## src/ctlf_pkg.sv

```systemverilog
`timescale 1ns / 1ps
// Shared constants and request/response types for the closed tour length block.
// No dependencies; imported by every module under src.
package ctlf_pkg;

    localparam int COORD_BITS = 12;
    localparam int FRAC_BITS  = 8;
    localparam int MAX_CITIES = 256;
    localparam int LEN_BITS   = 29;
    localparam int FIT_BITS   = 32;
    localparam int FIT_FRAC   = 16;
    localparam int SCALE_BITS = 16;
    localparam int ADDR_BITS  = 3;
    localparam int DATA_BITS  = 32;

    localparam logic [SCALE_BITS-1:0] SCALE_RESET = SCALE_BITS'(1000);
    localparam logic                  REG_SCALE   = 1'b0;

    // sum of two squares and its digit-serial square root
    localparam int SUM_BITS  = 2 * COORD_BITS + 1;
    localparam int SQ_PAIRS  = (SUM_BITS + 1) / 2;
    localparam int V_BITS    = 2 * SQ_PAIRS;
    localparam int ITERS     = SQ_PAIRS + FRAC_BITS;
    localparam int ROOT_BITS = ITERS;
    localparam int REM_BITS  = ROOT_BITS + 2;
    localparam int ICNT_BITS = $clog2(ITERS);

    // bit-serial divider
    localparam int DIVD_BITS = SCALE_BITS + FIT_FRAC + FRAC_BITS;
    localparam int DCNT_BITS = $clog2(DIVD_BITS);

    localparam logic [LEN_BITS-1:0] LEN_MAX = '1;
    localparam logic [FIT_BITS-1:0] FIT_MAX = '1;

    typedef struct packed {
        logic                  start;
        logic [COORD_BITS-1:0] ax;
        logic [COORD_BITS-1:0] ay;
        logic [COORD_BITS-1:0] bx;
        logic [COORD_BITS-1:0] by;
    } edge_req_t;

    typedef struct packed {
        logic                 done;
        logic [ROOT_BITS-1:0] edge_len;
    } edge_rsp_t;

    typedef struct packed {
        logic                  start;
        logic [SCALE_BITS-1:0] scale;
        logic [LEN_BITS-1:0]   length;
    } div_req_t;

endpackage

```

## src/ctlf_edge.sv

```systemverilog
`timescale 1ns / 1ps
// Edge length unit: squares the coordinate deltas on one shared multiplier,
// then takes the root two bits per cycle. Depends on ctlf_pkg.
module ctlf_edge
    import ctlf_pkg::*;
(
    input  logic      clk,
    input  logic      rst_n,
    input  edge_req_t req,
    output edge_rsp_t rsp
);

    typedef enum logic [1:0] {
        E_IDLE,
        E_SQX,
        E_SQY,
        E_ROOT
    } edge_state_t;

    edge_state_t            state_reg;
    logic [COORD_BITS-1:0]  dx_reg;
    logic [COORD_BITS-1:0]  dy_reg;
    logic [V_BITS-1:0]      v_reg;
    logic [REM_BITS-1:0]    rem_reg;
    logic [ROOT_BITS-1:0]   root_reg;
    logic [ICNT_BITS-1:0]   cnt_reg;
    logic                   done_reg;

    logic [COORD_BITS-1:0]   dx_next;
    logic [COORD_BITS-1:0]   dy_next;
    logic [COORD_BITS-1:0]   mul_in;
    logic [2*COORD_BITS-1:0] prod;
    logic [REM_BITS+1:0]     rem_shift;
    logic [REM_BITS+1:0]     trial;
    logic                    take;

    assign dx_next   = (req.ax > req.bx) ? req.ax - req.bx : req.bx - req.ax;
    assign dy_next   = (req.ay > req.by) ? req.ay - req.by : req.by - req.ay;
    assign mul_in    = (state_reg == E_SQX) ? dx_reg : dy_reg;
    assign prod      = (2*COORD_BITS)'(mul_in) * (2*COORD_BITS)'(mul_in);
    assign rem_shift = {rem_reg, v_reg[V_BITS-1 -: 2]};
    assign trial     = (REM_BITS+2)'({root_reg, 2'b01});
    assign take      = (rem_shift >= trial);

    always_ff @(posedge clk or negedge rst_n)
    begin
        if (!rst_n)
        begin
            state_reg <= E_IDLE;
            dx_reg    <= '0;
            dy_reg    <= '0;
            v_reg     <= '0;
            rem_reg   <= '0;
            root_reg  <= '0;
            cnt_reg   <= '0;
            done_reg  <= 1'b0;
        end
        else
        begin
            done_reg <= 1'b0;
            case (state_reg)
                E_IDLE:
                begin
                    if (req.start)
                    begin
                        dx_reg    <= dx_next;
                        dy_reg    <= dy_next;
                        state_reg <= E_SQX;
                    end
                end
                E_SQX:
                begin
                    v_reg     <= V_BITS'(prod);
                    state_reg <= E_SQY;
                end
                E_SQY:
                begin
                    v_reg     <= v_reg + V_BITS'(prod);
                    rem_reg   <= '0;
                    root_reg  <= '0;
                    cnt_reg   <= ICNT_BITS'(ITERS - 1);
                    state_reg <= E_ROOT;
                end
                E_ROOT:
                begin
                    // advance one root digit; fraction pairs shift in as zeros
                    v_reg <= {v_reg[V_BITS-3:0], 2'b00};
                    if (take)
                    begin
                        rem_reg  <= REM_BITS'(rem_shift - trial);
                        root_reg <= {root_reg[ROOT_BITS-2:0], 1'b1};
                    end
                    else
                    begin
                        rem_reg  <= REM_BITS'(rem_shift);
                        root_reg <= {root_reg[ROOT_BITS-2:0], 1'b0};
                    end
                    if (cnt_reg == '0)
                    begin
                        done_reg  <= 1'b1;
                        state_reg <= E_IDLE;
                    end
                    else
                    begin
                        cnt_reg <= cnt_reg - 1'b1;
                    end
                end
                default:
                begin
                    state_reg <= E_IDLE;
                end
            endcase
        end
    end

    assign rsp.done     = done_reg;
    assign rsp.edge_len = root_reg;

endmodule

```

## src/ctlf_div.sv

```systemverilog
`timescale 1ns / 1ps
// Bit-serial restoring divider for the fitness quotient, with the result
// output register. Depends on ctlf_pkg.
module ctlf_div
    import ctlf_pkg::*;
(
    input  logic                clk,
    input  logic                rst_n,
    input  div_req_t            req,
    output logic                req_ready,
    output logic                out_valid,
    input  logic                out_ready,
    output logic [LEN_BITS-1:0] tour_length,
    output logic [FIT_BITS-1:0] tour_fitness
);

    typedef enum logic [1:0] {
        D_IDLE,
        D_RUN,
        D_HOLD
    } div_state_t;

    div_state_t              state_reg;
    logic [LEN_BITS-1:0]     divisor_reg;
    logic [LEN_BITS-1:0]     rem_reg;
    logic [DIVD_BITS-1:0]    quo_reg;
    logic [DCNT_BITS-1:0]    cnt_reg;
    logic                    out_valid_reg;
    logic [LEN_BITS-1:0]     length_reg;
    logic [FIT_BITS-1:0]     fitness_reg;

    logic [LEN_BITS:0]       rem_shift;
    logic                    qbit;
    logic                    saturate;
    logic [FIT_BITS-1:0]     fitness_next;
    logic                    load_out;

    assign rem_shift    = {rem_reg, quo_reg[DIVD_BITS-1]};
    assign qbit         = (rem_shift >= {1'b0, divisor_reg});
    assign saturate     = (divisor_reg == '0) || (|quo_reg[DIVD_BITS-1:FIT_BITS]);
    assign fitness_next = saturate ? FIT_MAX : quo_reg[FIT_BITS-1:0];
    assign load_out     = (state_reg == D_HOLD) && (!out_valid_reg || out_ready);

    always_ff @(posedge clk or negedge rst_n)
    begin
        if (!rst_n)
        begin
            state_reg     <= D_IDLE;
            divisor_reg   <= '0;
            rem_reg       <= '0;
            quo_reg       <= '0;
            cnt_reg       <= '0;
            out_valid_reg <= 1'b0;
            length_reg    <= '0;
            fitness_reg   <= '0;
        end
        else
        begin
            if (load_out)
            begin
                out_valid_reg <= 1'b1;
            end
            else if (out_valid_reg && out_ready)
            begin
                out_valid_reg <= 1'b0;
            end
            case (state_reg)
                D_IDLE:
                begin
                    if (req.start)
                    begin
                        divisor_reg <= req.length;
                        rem_reg     <= '0;
                        quo_reg     <= DIVD_BITS'(req.scale) << (FIT_FRAC + FRAC_BITS);
                        cnt_reg     <= DCNT_BITS'(DIVD_BITS - 1);
                        state_reg   <= D_RUN;
                    end
                end
                D_RUN:
                begin
                    rem_reg <= qbit ? LEN_BITS'(rem_shift - {1'b0, divisor_reg})
                                    : LEN_BITS'(rem_shift);
                    quo_reg <= {quo_reg[DIVD_BITS-2:0], qbit};
                    if (cnt_reg == '0)
                    begin
                        state_reg <= D_HOLD;
                    end
                    else
                    begin
                        cnt_reg <= cnt_reg - 1'b1;
                    end
                end
                D_HOLD:
                begin
                    // hold the quotient until the output register is free
                    if (load_out)
                    begin
                        length_reg  <= divisor_reg;
                        fitness_reg <= fitness_next;
                        state_reg   <= D_IDLE;
                    end
                end
                default:
                begin
                    state_reg <= D_IDLE;
                end
            endcase
        end
    end

    assign req_ready    = (state_reg == D_IDLE);
    assign out_valid    = out_valid_reg;
    assign tour_length  = length_reg;
    assign tour_fitness = fitness_reg;

endmodule

```

## src/closed_tour_length_fitness.sv

```systemverilog
`timescale 1ns / 1ps
// Top level of the closed tour length and fitness block: tour state, APB
// register and sequencing. Depends on ctlf_pkg, ctlf_edge and ctlf_div.
//
//  port group  direction  handshake            payload
//  in          request    in_valid/in_ready    city_x, city_y, last_city
//  out         result     out_valid/out_ready  tour_length, tour_fitness
//  apb         config     psel/penable/pready  paddr, pwrite, pwdata, prdata
//
//  In the edge unit each edge runs launch, two squaring steps on one multiplier
//  (E_SQX, E_SQY), ITERS = 21 root digits in E_ROOT, then done. The first city
//  of a tour launches no edge; a last city also launches the closing edge.
//  The divider runs on while the next tour is accepted.
//  Reset clears the tour, sets fitness_scale to 1000 and needs no sweep.
//  A stalled result stays in the output register; a second one waits in the divider.
module closed_tour_length_fitness
    import ctlf_pkg::*;
(
    input  logic                  clk,
    input  logic                  rst_n,
    input  logic                  in_valid,
    output logic                  in_ready,
    input  logic [COORD_BITS-1:0] city_x,
    input  logic [COORD_BITS-1:0] city_y,
    input  logic                  last_city,
    output logic                  out_valid,
    input  logic                  out_ready,
    output logic [LEN_BITS-1:0]   tour_length,
    output logic [FIT_BITS-1:0]   tour_fitness,
    input  logic                  psel,
    input  logic                  penable,
    input  logic                  pwrite,
    input  logic [ADDR_BITS-1:0]  paddr,
    input  logic [DATA_BITS-1:0]  pwdata,
    output logic [DATA_BITS-1:0]  prdata,
    output logic                  pready
);

    typedef enum logic [2:0] {
        ST_IDLE,
        ST_EDGE1,
        ST_CLOSE,
        ST_EDGE2,
        ST_HAND
    } top_state_t;

    top_state_t             state_reg;
    logic [SCALE_BITS-1:0]  scale_reg;
    logic [COORD_BITS-1:0]  start_x_reg;
    logic [COORD_BITS-1:0]  start_y_reg;
    logic [COORD_BITS-1:0]  prior_x_reg;
    logic [COORD_BITS-1:0]  prior_y_reg;
    logic [COORD_BITS-1:0]  cur_x_reg;
    logic [COORD_BITS-1:0]  cur_y_reg;
    logic [LEN_BITS-1:0]    length_reg;
    logic                   started_reg;
    logic                   last_reg;

    logic                   accept;
    logic                   closing;
    logic                   div_ready;
    logic [LEN_BITS:0]      length_sum;
    logic [LEN_BITS-1:0]    length_next;
    edge_req_t              edge_req;
    edge_rsp_t              edge_rsp;
    div_req_t               div_req;

    assign in_ready = (state_reg == ST_IDLE);
    assign accept   = in_valid && in_ready;
    assign closing  = (state_reg == ST_CLOSE);

    assign edge_req.start = (accept && started_reg) || closing;
    assign edge_req.ax    = closing ? cur_x_reg   : prior_x_reg;
    assign edge_req.ay    = closing ? cur_y_reg   : prior_y_reg;
    assign edge_req.bx    = closing ? start_x_reg : city_x;
    assign edge_req.by    = closing ? start_y_reg : city_y;

    assign length_sum  = (LEN_BITS+1)'(length_reg) + (LEN_BITS+1)'(edge_rsp.edge_len);
    assign length_next = length_sum[LEN_BITS] ? LEN_MAX : length_sum[LEN_BITS-1:0];

    assign div_req.start  = (state_reg == ST_HAND) && div_ready;
    assign div_req.scale  = scale_reg;
    assign div_req.length = length_reg;

    assign pready = 1'b1;
    assign prdata = (paddr[2] == REG_SCALE) ? DATA_BITS'(scale_reg) : '0;

    always_ff @(posedge clk or negedge rst_n)
    begin
        if (!rst_n)
        begin
            state_reg   <= ST_IDLE;
            scale_reg   <= SCALE_RESET;
            start_x_reg <= '0;
            start_y_reg <= '0;
            prior_x_reg <= '0;
            prior_y_reg <= '0;
            cur_x_reg   <= '0;
            cur_y_reg   <= '0;
            length_reg  <= '0;
            started_reg <= 1'b0;
            last_reg    <= 1'b0;
        end
        else
        begin
            if (psel && penable && pwrite && (paddr[2] == REG_SCALE))
            begin
                scale_reg <= pwdata[SCALE_BITS-1:0];
            end
            case (state_reg)
                ST_IDLE:
                begin
                    if (accept)
                    begin
                        prior_x_reg <= city_x;
                        prior_y_reg <= city_y;
                        cur_x_reg   <= city_x;
                        cur_y_reg   <= city_y;
                        last_reg    <= last_city;
                        if (!started_reg)
                        begin
                            start_x_reg <= city_x;
                            start_y_reg <= city_y;
                            length_reg  <= '0;
                            started_reg <= 1'b1;
                            if (last_city)
                            begin
                                state_reg <= ST_CLOSE;
                            end
                        end
                        else
                        begin
                            state_reg <= ST_EDGE1;
                        end
                    end
                end
                ST_EDGE1:
                begin
                    if (edge_rsp.done)
                    begin
                        length_reg <= length_next;
                        state_reg  <= last_reg ? ST_CLOSE : ST_IDLE;
                    end
                end
                ST_CLOSE:
                begin
                    state_reg <= ST_EDGE2;
                end
                ST_EDGE2:
                begin
                    if (edge_rsp.done)
                    begin
                        length_reg <= length_next;
                        state_reg  <= ST_HAND;
                    end
                end
                ST_HAND:
                begin
                    // hand the length to the divider once it is free
                    if (div_ready)
                    begin
                        started_reg <= 1'b0;
                        state_reg   <= ST_IDLE;
                    end
                end
                default:
                begin
                    state_reg <= ST_IDLE;
                end
            endcase
        end
    end

    ctlf_edge u_edge (
        .clk   (clk),
        .rst_n (rst_n),
        .req   (edge_req),
        .rsp   (edge_rsp)
    );

    ctlf_div u_div (
        .clk          (clk),
        .rst_n        (rst_n),
        .req          (div_req),
        .req_ready    (div_ready),
        .out_valid    (out_valid),
        .out_ready    (out_ready),
        .tour_length  (tour_length),
        .tour_fitness (tour_fitness)
    );

    a_done_in_edge: assert property (@(posedge clk) disable iff (!rst_n)
        edge_rsp.done |-> (state_reg == ST_EDGE1 || state_reg == ST_EDGE2))
        else $error("edge result outside an edge wait");

    a_edge_start_idle: assert property (@(posedge clk) disable iff (!rst_n)
        edge_req.start |=> !edge_rsp.done)
        else $error("edge result one cycle after launch");

    a_first_city_clears: assert property (@(posedge clk) disable iff (!rst_n)
        (accept && !started_reg) |=> (length_reg == '0 && started_reg))
        else $error("first city did not clear the length");

    a_tour_end_handoff: assert property (@(posedge clk) disable iff (!rst_n)
        $fell(started_reg) |-> $past(div_req.start))
        else $error("tour closed without a divider request");

endmodule
```

## config.mk

```make
export PLATFORM = sky130hd
export DESIGN_NAME = closed_tour_length_fitness
export DESIGN_NICKNAME = d
export VERILOG_FILES = /design/src/ctlf_pkg.sv /design/src/ctlf_edge.sv /design/src/ctlf_div.sv /design/src/closed_tour_length_fitness.sv
export SDC_FILE = /design/constraint.sdc
export NUM_CORES = 1
export LEC_CHECK = 0
export BUFFER_PORTS_ARGS = -buffer_cell sky130_fd_sc_hd__buf_4
export CORE_ASPECT_RATIO = 1.75
export CORE_UTILIZATION = 39
export CTS_CLUSTER_SIZE = 8
export DETAILED_ROUTE_END_ITERATION = 8
export HOLD_SLACK_MARGIN = 0.08
export SYNTH_ARGS = -nofsm -noshare
export SYNTH_HDL_FRONTEND = slang
export SYNTH_SLANG_ARGS = --single-unit
```

## constraint.sdc

```tcl
create_clock -name clk -period 23.8 [get_ports clk]
set_input_delay 2.38 -clock clk [delete_from_list [all_inputs] [get_ports clk]]
set_output_delay 2.38 -clock clk [all_outputs]
set_load 0.1 [all_outputs]
```

==> run_results.csv, run 1 <==
group,metric,value,unit
synth,muxShareOfSynthArea,0.0641,
synth,synth_edf_count,0,
critical_path,slowest_delay,0.68,ns
global_routing,grt_max_degree,112,
cts,postCtsHoldBufs,0,
timing,finalCriticalPeriod,8.73,ns
synth,synth_simple_gate_area_frac,0.141,
global_routing,grt_pass1_wl,113000,um
synth,synth_top_family_by_area,"compound AO/OA/AOI/OAI gates",
synth,ys_seq_area_frac,0.347,
placement,dp_slack,15.02,ns
drt,final_antenna_net_count,0,
cts,clkTransAtPathRegs,0.06,ns
cts,clk_latency,0.60,ns
floorplanning,die_w,199,um
synth,ys.warnings.count,0,
drt,firstDrtPassIters,5,
synth,yosys.area.top_type,"dfrtp_1",
synth,synth-adder-area-share,0.164,
timing,finalHoldViolCount,0,
cts,ctsResizeCount,0,
critical_path,crit_fanout,15,
timing,fmax,114,MHz
timing,drv_slew,0,
final_layout,n_antenna_cell,0,
placement,dp_hpwl,51800,um
cts,numCtsBuffers,52,
timing,fin_worst_skew,0.0245,ns
synth,ys.flop_type,"dfrtp_1",
drt,routed_via_density,5.40,
floorplanning,die-area,69100,sq um
cts,cts_setup_buffers,0,
synth,synth_area_leaders,"dfrtp_1 (34%), ha_1 (9.7%), fa_1 (6.6%)",
placement,dp_cells,3871,
synth,yosys_register_bits,368,
timing,worstMarginPinSlew,1.17,ns
synth,syn_inst,2943,
final_layout,largest_register_ff_count,40,
synth,avgSynthCellArea,9.01,sq um
timing,fin_setup_tns,0,ns
critical_path,cp_data_required_time,24.30,ns
floorplanning,io_pins,163,
job,max_cap_violations,0,
final_layout,multi_input_area,15800,sq um
synth,ys_types,85,
floorplanning,floorplan.initialDensity,0.394,
synth,synth_top_cell_area_share,0.341,
timing,setup_slack,15.07,ns
synth,post_synth_instance_area,26500,sq um
final_layout,n_fill_cell,6585,
drt,drtIter0Drc,836,
placement,place.gp.congestion,0.908,
critical_path,r2r_slack,15.07,ns
cts,h-tree-depth,2,
synth,synthXorXnorAreaFrac,0.0383,
timing,finalSetupViolations,0,
final_layout,drive_above_1_share,0.114,
timing,rsz0062_at_grt,"no",
drt,num_vias,21300,
cts,clock_sinks,368,
drt,drc_errors,0,
cts,cts_tree,"yes",
global_routing,antenna_found_initial,0,
status,status,"finished, final reports clean",
placement,numPortBuffers,127,
critical_path,critPathArrivalTime,9.24,ns
global_routing,grt.overflow.total,0,
cts,max-clock-path-buffers,3,
final_layout,syn2layout_area_growth,12.3,%
worst_hold_path,hold_class,"reg -> reg",
floorplanning,die_h,347,um
critical_path,cp-end-kind,"flip-flop",
timing,relSlewSlack,0.209,
global_routing,grt_pass1_vias,22100,
critical_path,crit_path_start_kind,"flip-flop",
final_layout,layout_common_cells,"nand2_1 (363), dfrtp_1 (362), inv_1 (289)",
critical_path,crit_type,"reg -> reg",
critical_path,slowest_stage,"ha_1",
cts,clockRootBuffer,"clkbuf_16",
final_layout,final_cells,3943,
synth,synth_compound_area_frac,0.181,
floorplanning,core-area,67300,sq um
final_layout,seq_area,9220,sq um
floorplanning,num_rows,126,
drt,routedWlPerCell,17.4,um
synth,async_reset_ff_frac,1.00,
timing,period_share,0.367,
final_layout,nets,3390,
final_layout,mostFrequentLayoutCell,"nand2_1",
timing,hold_ws,0.473,ns
drt,wirelength,68800,um
global_routing,grt_usage,0.204,
[stage by stage]
step	utilization	area [sq um]
after global placement	0.421	28400
after global routing	0.443	29800
final	0.443	29800
after detailed placement	0.421	28400
after CTS	0.443	29800
after floorplan	-	26600
[cell usage after synthesis (7+ instances only)]
| cell type | instances |
|---|---|
| nor4_1 | 18 |
| o21ai_0 | 226 |
| xor2_1 | 32 |
| nor3_1 | 32 |
| inv_1 | 289 |
| nand3_1 | 88 |
| nand2b_1 | 31 |
| mux2_2 | 95 |
| o21ai_1 | 12 |
| mux2i_1 | 63 |
| or2_2 | 7 |
| and2_1 | 14 |
| nand2_1 | 363 |
| o21a_1 | 16 |
| ha_1 | 206 |
| a21boi_0 | 9 |
| and3_1 | 15 |
| o21bai_1 | 16 |
| o211ai_1 | 20 |
| a2bb2oi_1 | 8 |
| a211oi_1 | 28 |
| a32oi_1 | 11 |
| dfrtp_1 | 362 |
| buf_4 | 18 |
| a21oi_1 | 147 |
| nand4_1 | 14 |
| a31oi_1 | 44 |
| fa_1 | 88 |
| or3_1 | 11 |
| nor2_1 | 177 |
| a22oi_1 | 15 |
| a21o_1 | 55 |
| a221oi_1 | 10 |
| nor2b_1 | 32 |
| clkbuf_1 | 107 |
| xnor2_1 | 84 |
| o22a_1 | 37 |
| o31ai_1 | 24 |
[worst paths after layout]
| check | cells past startpoint | end | start |
|---|---|---|---|
| worst max register to register | 29 | u_edge.v_reg[25] | u_edge.state_reg[1] |
| max in group asynchronous | 3 | u_edge.v_reg[20] | rst_n |
| worst min-delay path | 2 | u_edge.dx_reg[3] | u_edge.dx_reg[3] |
| worst min register to register | 2 | u_edge.dx_reg[3] | u_edge.dx_reg[3] |
| min in group asynchronous | 1 | scale_reg[4] | rst_n |
| worst max-delay path | 29 | u_edge.v_reg[25] | u_edge.state_reg[1] |
[logic make-up (layout without fill, tap and decap cells)]
| kind of cell | Yosys count | in the layout |
|---|---|---|
| simple gates | 829 | 829 |
| compound gates | 746 | 746 |
| buf+inv | 430 | 519 |
| flops | 368 | 368 |
| fa+ha+maj | 294 | 294 |
| mux | 158 | 158 |
| xor+xnor | 116 | 116 |
| other cells | 2 | 17 |
[per-layer routing]
metal	vias up	wire length, um	track usage
li1	10400	-	-
met5	-	0	0
met4	0	3390	0.102
met2	385	38000	0.399
met1	10400	25500	0.210
met3	164	1990	0.0207
[area by class of cell]
type                            instances  share of cell area
Multi-Input combinational cell       2160               0.529
Sequential cell                       368               0.309
Clock buffer                           68              0.0460
Timing Repair Buffer                  155              0.0393
Tap cell                              896              0.0376
Inverter                              292              0.0368
Clock inverter                          4             0.00248
[worst max-delay path: cells and delay by family, from the launching register on]
family	cells	cell delay (ns)
AND/OR/NAND/NOR	5	1.18
adder cells (fa/ha/maj)	8	4.19
buffers and inverters	6	0.70
flip-flops	1	0.41
AO/OA/AOI/OAI	8	1.57
XOR/XNOR	1	0.17
multiplexers	1	0.40
Power of run 1 is not shown: default switching activity piles up to over one toggle a cycle in this logic, so the estimate is an artifact.
==> inputs of run 2 (changes only) <==
- ABC_AREA: default -> 1
- clock period: 23.8 -> 8.3 ns (I/O delays scaled with it)
==> run 2 against run 1 <==
Sequential share of layout area shrank 3.5 points. Count of clock-buffer cells in the layout fell by 3. Setup slack got worse by 14 ns. Worst hold slack lost 0.26 ns. Global-route usage is 4.5 points higher. Maximum frequency grew 15%. Non-clock buffer count is 45 higher. First-iteration DRC count rose by 49%. Synthesized cell count up 48%. Cell count is 40% higher. Wire length rose by 39%. Die area is 13% higher. Critical endpoint is now u_edge.v_reg[15]. Largest cell class unchanged.
==> run_results.csv, run 2 <==
group,metric,value,unit
synth,syn_inst,4368,
global_routing,grt_max_degree,108,
drt,drc_errors,0,
final_layout,layout_common_cells,"nand2_1 (1318), inv_1 (763), nor2_1 (371)",
final_layout,nets,4857,
timing,drv_slew,0,
synth,post_synth_instance_area,29900,sq um
drt,wirelength,95400,um
timing,setup_slack,0.675,ns
cts,cts_tree,"yes",
floorplanning,floorplan.initialDensity,0.393,
cts,max-clock-path-buffers,3,
timing,period_share,0.919,
synth,synth_edf_count,0,
final_layout,drive_above_1_share,0.0701,
critical_path,crit_path_start_kind,"flip-flop",
final_layout,largest_register_ff_count,40,
job,max_cap_violations,0,
critical_path,crit_type,"reg -> reg",
synth,ys.flop_type,"dfrtp_1",
cts,clkTransAtPathRegs,0.05,ns
synth,synth_area_leaders,"dfrtp_1 (30%), nand2_1 (17%), inv_1 (9.6%)",
global_routing,grt.overflow.total,0,
critical_path,cp_data_required_time,8.83,ns
synth,yosysMostFrequentCell,"nand2_1",
final_layout,final_area,33600,sq um
global_routing,grt_usage,0.250,
final_layout,mostFrequentLayoutCell,"nand2_1",
drt,final_antenna_net_count,0,
global_routing,grt_pass1_wl,150000,um
timing,rsz0062_at_grt,"no",
floorplanning,io_pins,163,
final_layout,multi_input_area,17200,sq um
floorplanning,die_h,368,um
critical_path,crit_fanout,24,
cts,clockRootBuffer,"clkbuf_16",
final_layout,final_cells,5532,
floorplanning,core-area,76100,sq um
status,status,"finished, final reports clean",
placement,dp_slack,0.388,ns
global_routing,busiest_layer,"met2",
global_routing,grtUsageMet1,0.202,
final_layout,seq_area,9220,sq um
timing,finalCriticalPeriod,7.63,ns
cts,h-tree-depth,2,
placement,dp_hpwl,76500,um
synth,ys_types,51,
cts,postCtsHoldBufs,0,
critical_path,critical_path.most_common_cell,"inv_1",
timing,worstMarginPinSlew,1.17,ns
critical_path,cp-end-kind,"flip-flop",
floorplanning,num_rows,134,
critical_path,slowest_delay,0.56,ns
final_layout,syn2layout_area_growth,12.2,%
synth,ys.warnings.count,0,
synth,synth_common_cells,"nand2_1 (1318), inv_1 (764), nor2_1 (374), dfrtp_1 (362), nand3_1 (244)",
cts,numCtsBuffers,52,
synth,yosys.area.top_type,"dfrtp_1",
final_layout,n_fill_cell,8137,
cts,clock_sinks,368,
placement,dp_cells,5462,
global_routing,grt_pass1_vias,28700,
synth,avgSynthCellArea,6.85,sq um
placement,numPortBuffers,127,
cts,cts_setup_buffers,0,
placement,place_area,32100,sq um
drt,firstDrtPassIters,5,
timing,relSlewSlack,0.222,
synth,yosys_register_bits,368,
critical_path,critPathArrivalTime,8.16,ns
floorplanning,die-area,77800,sq um
cts,ctsResizeCount,0,
timing,fin_worst_skew,0.0457,ns
floorplanning,die_w,211,um
synth,async_reset_ff_frac,1.00,
synth,synth_top_cell_area_share,0.303,
synth,ys_seq_area_frac,0.308,
drt,drtIter0Drc,1249,
critical_path,slowest_stage,"fa_1",
timing,fin_setup_tns,0,ns
placement,place.gp.congestion,0.973,
global_routing,antenna_found_initial,3,
global_routing,use_met3,0.0310,
cts,clk_latency,0.64,ns
global_routing,met2_usage,0.505,
worst_hold_path,hold_class,"in -> async",
drt,routedWlPerCell,17.2,um
timing,fmax,131,MHz
timing,finalSetupViolations,0,
drt,num_vias,27600,
timing,finalHoldViolCount,0,
drt,routed_via_density,4.99,
[run 2: worst max-delay path: cells and delay by family, from the launching register on]
family / cells / cell delay [ns]
buffers and inverters: 11 / 0.88
adders and majority gates: 8 / 3.81
and+or+nand+nor: 11 / 1.49
AOI/OAI and AO/OA: 4 / 0.91
DFF: 1 / 0.40
[run 2: final timing paths]
kind	startpoint	endpoint	slack, ns	depth (start not counted)
max in group asynchronous	rst_n	u_edge.rem_reg[3]	6.31	3
max reg2reg	u_edge.state_reg[1]	u_edge.v_reg[15]	0.67	34
max	u_edge.state_reg[1]	u_edge.v_reg[15]	0.67	34
min reg2reg	u_edge.dx_reg[11]	u_edge.dx_reg[11]	0.48	2
min	rst_n	scale_reg[10]	0.21	1
min in group clk	city_y[2]	start_y_reg[2]	0.43	3
[run 2: routing by layer]
metal  routed length (um)  share of wire
met5                    0              0
met4                 9570           0.10
met3                 3040          0.032
met2                53400           0.56
met1                29400           0.31
[run 2: logic make-up after synthesis]
family          Yosys count  synth area share
compound gates          581             0.108
flops                   368             0.308
buf+inv                 920             0.120
other cells               2          0.000251
simple gates           2118             0.294
mux                       1          0.000376
xor+xnor                 84            0.0246
fa+ha+maj               294             0.145
[run 2: area by class of cell]
class	instances	area share
multi-input cells	3095	0.512
flip-flops and latches	368	0.275
inverters	779	0.0873
repair buffers	200	0.0453
clock buffers	65	0.0415
well taps	1020	0.0380
clock inverters	2	0.000746
diodes	3	0.000224
[run 2: through the flow]
stage | util | hold WS (ns)
after floorplan | - | 0.427
after global placement | 0.422 | 0.460
after detailed placement | 0.422 | 0.465
after CTS | 0.441 | 0.250
after global routing | 0.441 | 0.274
final | 0.441 | 0.211
Power of run 2 is left out for the same reason.
==> inputs of run 3 (changes only) <==
--- a/config.mk
+++ b/config.mk
@@ -11,2 +11,3 @@
 export CORE_UTILIZATION = 39
+export CTS_BUF_LIST = sky130_fd_sc_hd__clkbuf_8
 export CTS_CLUSTER_SIZE = 8
--- a/constraint.sdc
+++ b/constraint.sdc
@@ -3,2 +3,2 @@
 set_output_delay 0.83 -clock clk [all_outputs]
-set_load 0.1 [all_outputs]
+set_load 0.01 [all_outputs]
==> run 3 against run 2 <==
Critical path depth unchanged. Sequential share of layout area is essentially flat. First-iteration DRC count is 18% higher. Worst hold slack worse by 0.094 ns. Non-clock buffer count unchanged. Wire length barely moved. Clock skew is 0.0021 ns higher. Cell count up 0.98%. Via count is 0.90% higher. Register-to-register slack is essentially flat. Largest cell class unchanged.
==> run_results.csv, run 3 (synthesis gave the netlist of run 2 again) <==
group,metric,value,unit
status,status,"finished, final reports clean",
timing,fmax,131,MHz
placement,numPortBuffers,127,
timing,fin_worst_skew,0.0478,ns
drt,drt-met1-wl,29300,um
floorplanning,die_h,368,um
drt,wirelength,95300,um
cts,clockRootBuffer,"clkbuf_8",
drt,firstDrtPassIters,5,
critical_path,crit_fanout,24,
final_layout,n_fill_cell,8185,
critical_path,reg2reg_depth,34,
final_layout,nets,4872,
cts,h-tree-depth,3,
cts,ctsResizeCount,0,
timing,rsz0062_at_grt,"no",
critical_path,critPathArrivalTime,8.28,ns
drt,dr_wl_met2,54100,um
worst_hold_path,hold_class,"in -> async",
critical_path,cp_data_required_time,8.95,ns
timing,finalSetupViolations,0,
final_layout,layout_common_cells,"nand2_1 (1318), inv_1 (787), nor2_1 (371)",
floorplanning,die-area,77800,sq um
floorplanning,floorplan.initialDensity,0.393,
drt,num_vias,27800,
drt,top_layer,"met4",
floorplanning,die_w,211,um
timing,period_share,0.919,
cts,clk_latency,0.76,ns
floorplanning,num_rows,134,
critical_path,crit_type,"reg -> reg",
global_routing,grt_max_degree,108,
placement,place.gp.congestion,0.973,
cts,max-clock-path-buffers,3,
global_routing,antenna_found_initial,5,
global_routing,grt_pass1_wl,150000,um
final_layout,largest_register_ff_count,40,
floorplanning,io_pins,163,
critical_path,r2r_slack,0.67,ns
critical_path,crit_path_start_kind,"flip-flop",
critical_path,slowest_stage,"fa_1",
global_routing,grt_pass1_vias,28800,
placement,dp_hpwl,76500,um
critical_path,slowest_delay,0.56,ns
floorplanning,core-area,76100,sq um
cts,postCtsHoldBufs,0,
timing,relSlewSlack,0.227,
critical_path,cp-end-kind,"flip-flop",
timing,finalHoldViolCount,0,
final_layout,drive_above_1_share,0.0776,
job,max_cap_violations,0,
cts,clkTransAtPathRegs,0.06,ns
global_routing,grt_usage,0.251,
timing,finalCriticalPeriod,7.63,ns
cts,numCtsBuffers,67,
cts,cts_tree,"yes",
final_layout,syn2layout_area_growth,12.3,%
timing,fin_setup_tns,0,ns
drt,routedWlPerCell,17.1,um
drt,drtIter0Drc,1468,
critical_path,critical_path.most_common_cell,"inv_1",
timing,drv_slew,0,
final_layout,mostFrequentLayoutCell,"nand2_1",
timing,worstMarginPinSlew,1.16,ns
cts,clock_sinks,368,
drt,dr_wl_met3,3130,um
drt,routed_via_density,4.98,
drt,final_antenna_net_count,0,
global_routing,grt.overflow.total,0,
drt,drc_errors,0,
cts,cts_setup_buffers,0,
-- run 3: path summary, 6_finish.rpt --
| path | from | endpoint |
|---|---|---|
| setup / recovery | u_edge.state_reg[1] | u_edge.v_reg[15] |
| hold / removal | rst_n | u_edge.v_reg[8] |
| setup reg to reg | u_edge.state_reg[1] | u_edge.v_reg[15] |
| hold reg to reg | u_edge.dx_reg[11] | u_edge.dx_reg[11] |
| max in group asynchronous | rst_n | u_div.cnt_reg[5] |
| min in group clk | city_y[8] | start_y_reg[8] |
-- run 3: worst max-delay path, delay by kind of cell, from the launching register on --
| kind | cells | cell delay, ns |
|---|---|---|
| adder cells (fa/ha/maj) | 8 | 3.80 |
| AND/OR/NAND/NOR | 11 | 1.49 |
| AO/OA/AOI/OAI | 4 | 0.90 |
| buffers and inverters | 11 | 0.89 |
| flip-flops | 1 | 0.41 |
-- run 3: metal layers --
| metal | vias up | global-route usage |
|---|---|---|
| li1 | 13900 | - |
| met1 | 12900 | 0.201 |
| met2 | 687 | 0.508 |
| met3 | 352 | 0.0343 |
| met4 | 0 | 0.221 |
| met5 | - | 0 |
-- run 3: final cells by class --
type / instances / area, sq um / share of cell area
multi-input combinational: 3095 / 17200 / 0.512
sequential: 368 / 9220 / 0.274
inverter: 779 / 2930 / 0.0872
timing repair buffer: 200 / 1520 / 0.0453
tap: 1020 / 1280 / 0.0380
clock buffer: 81 / 1110 / 0.0332
clock inverter: 38 / 315 / 0.00939
antenna: 5 / 12.5 / 0.000373
-- run 3: metrics by stage --
step | instance area, sq um | util | hold slack (ns) | instances | setup WS, ns
detailed placement | 32100 | 0.422 | 0.465 | 5462 | 0.388
CTS | 33600 | 0.441 | 0.109 | 5581 | 0.379
global route | 33600 | 0.441 | 0.155 | 5586 | 0.236
global placement | 32100 | 0.422 | 0.460 | 5462 | 0.480
floorplan | 30000 | - | 0.427 | 4383 | 1.44
finish | 33600 | 0.441 | 0.117 | 5586 | 0.673
Power of run 3 is left out for the same reason.
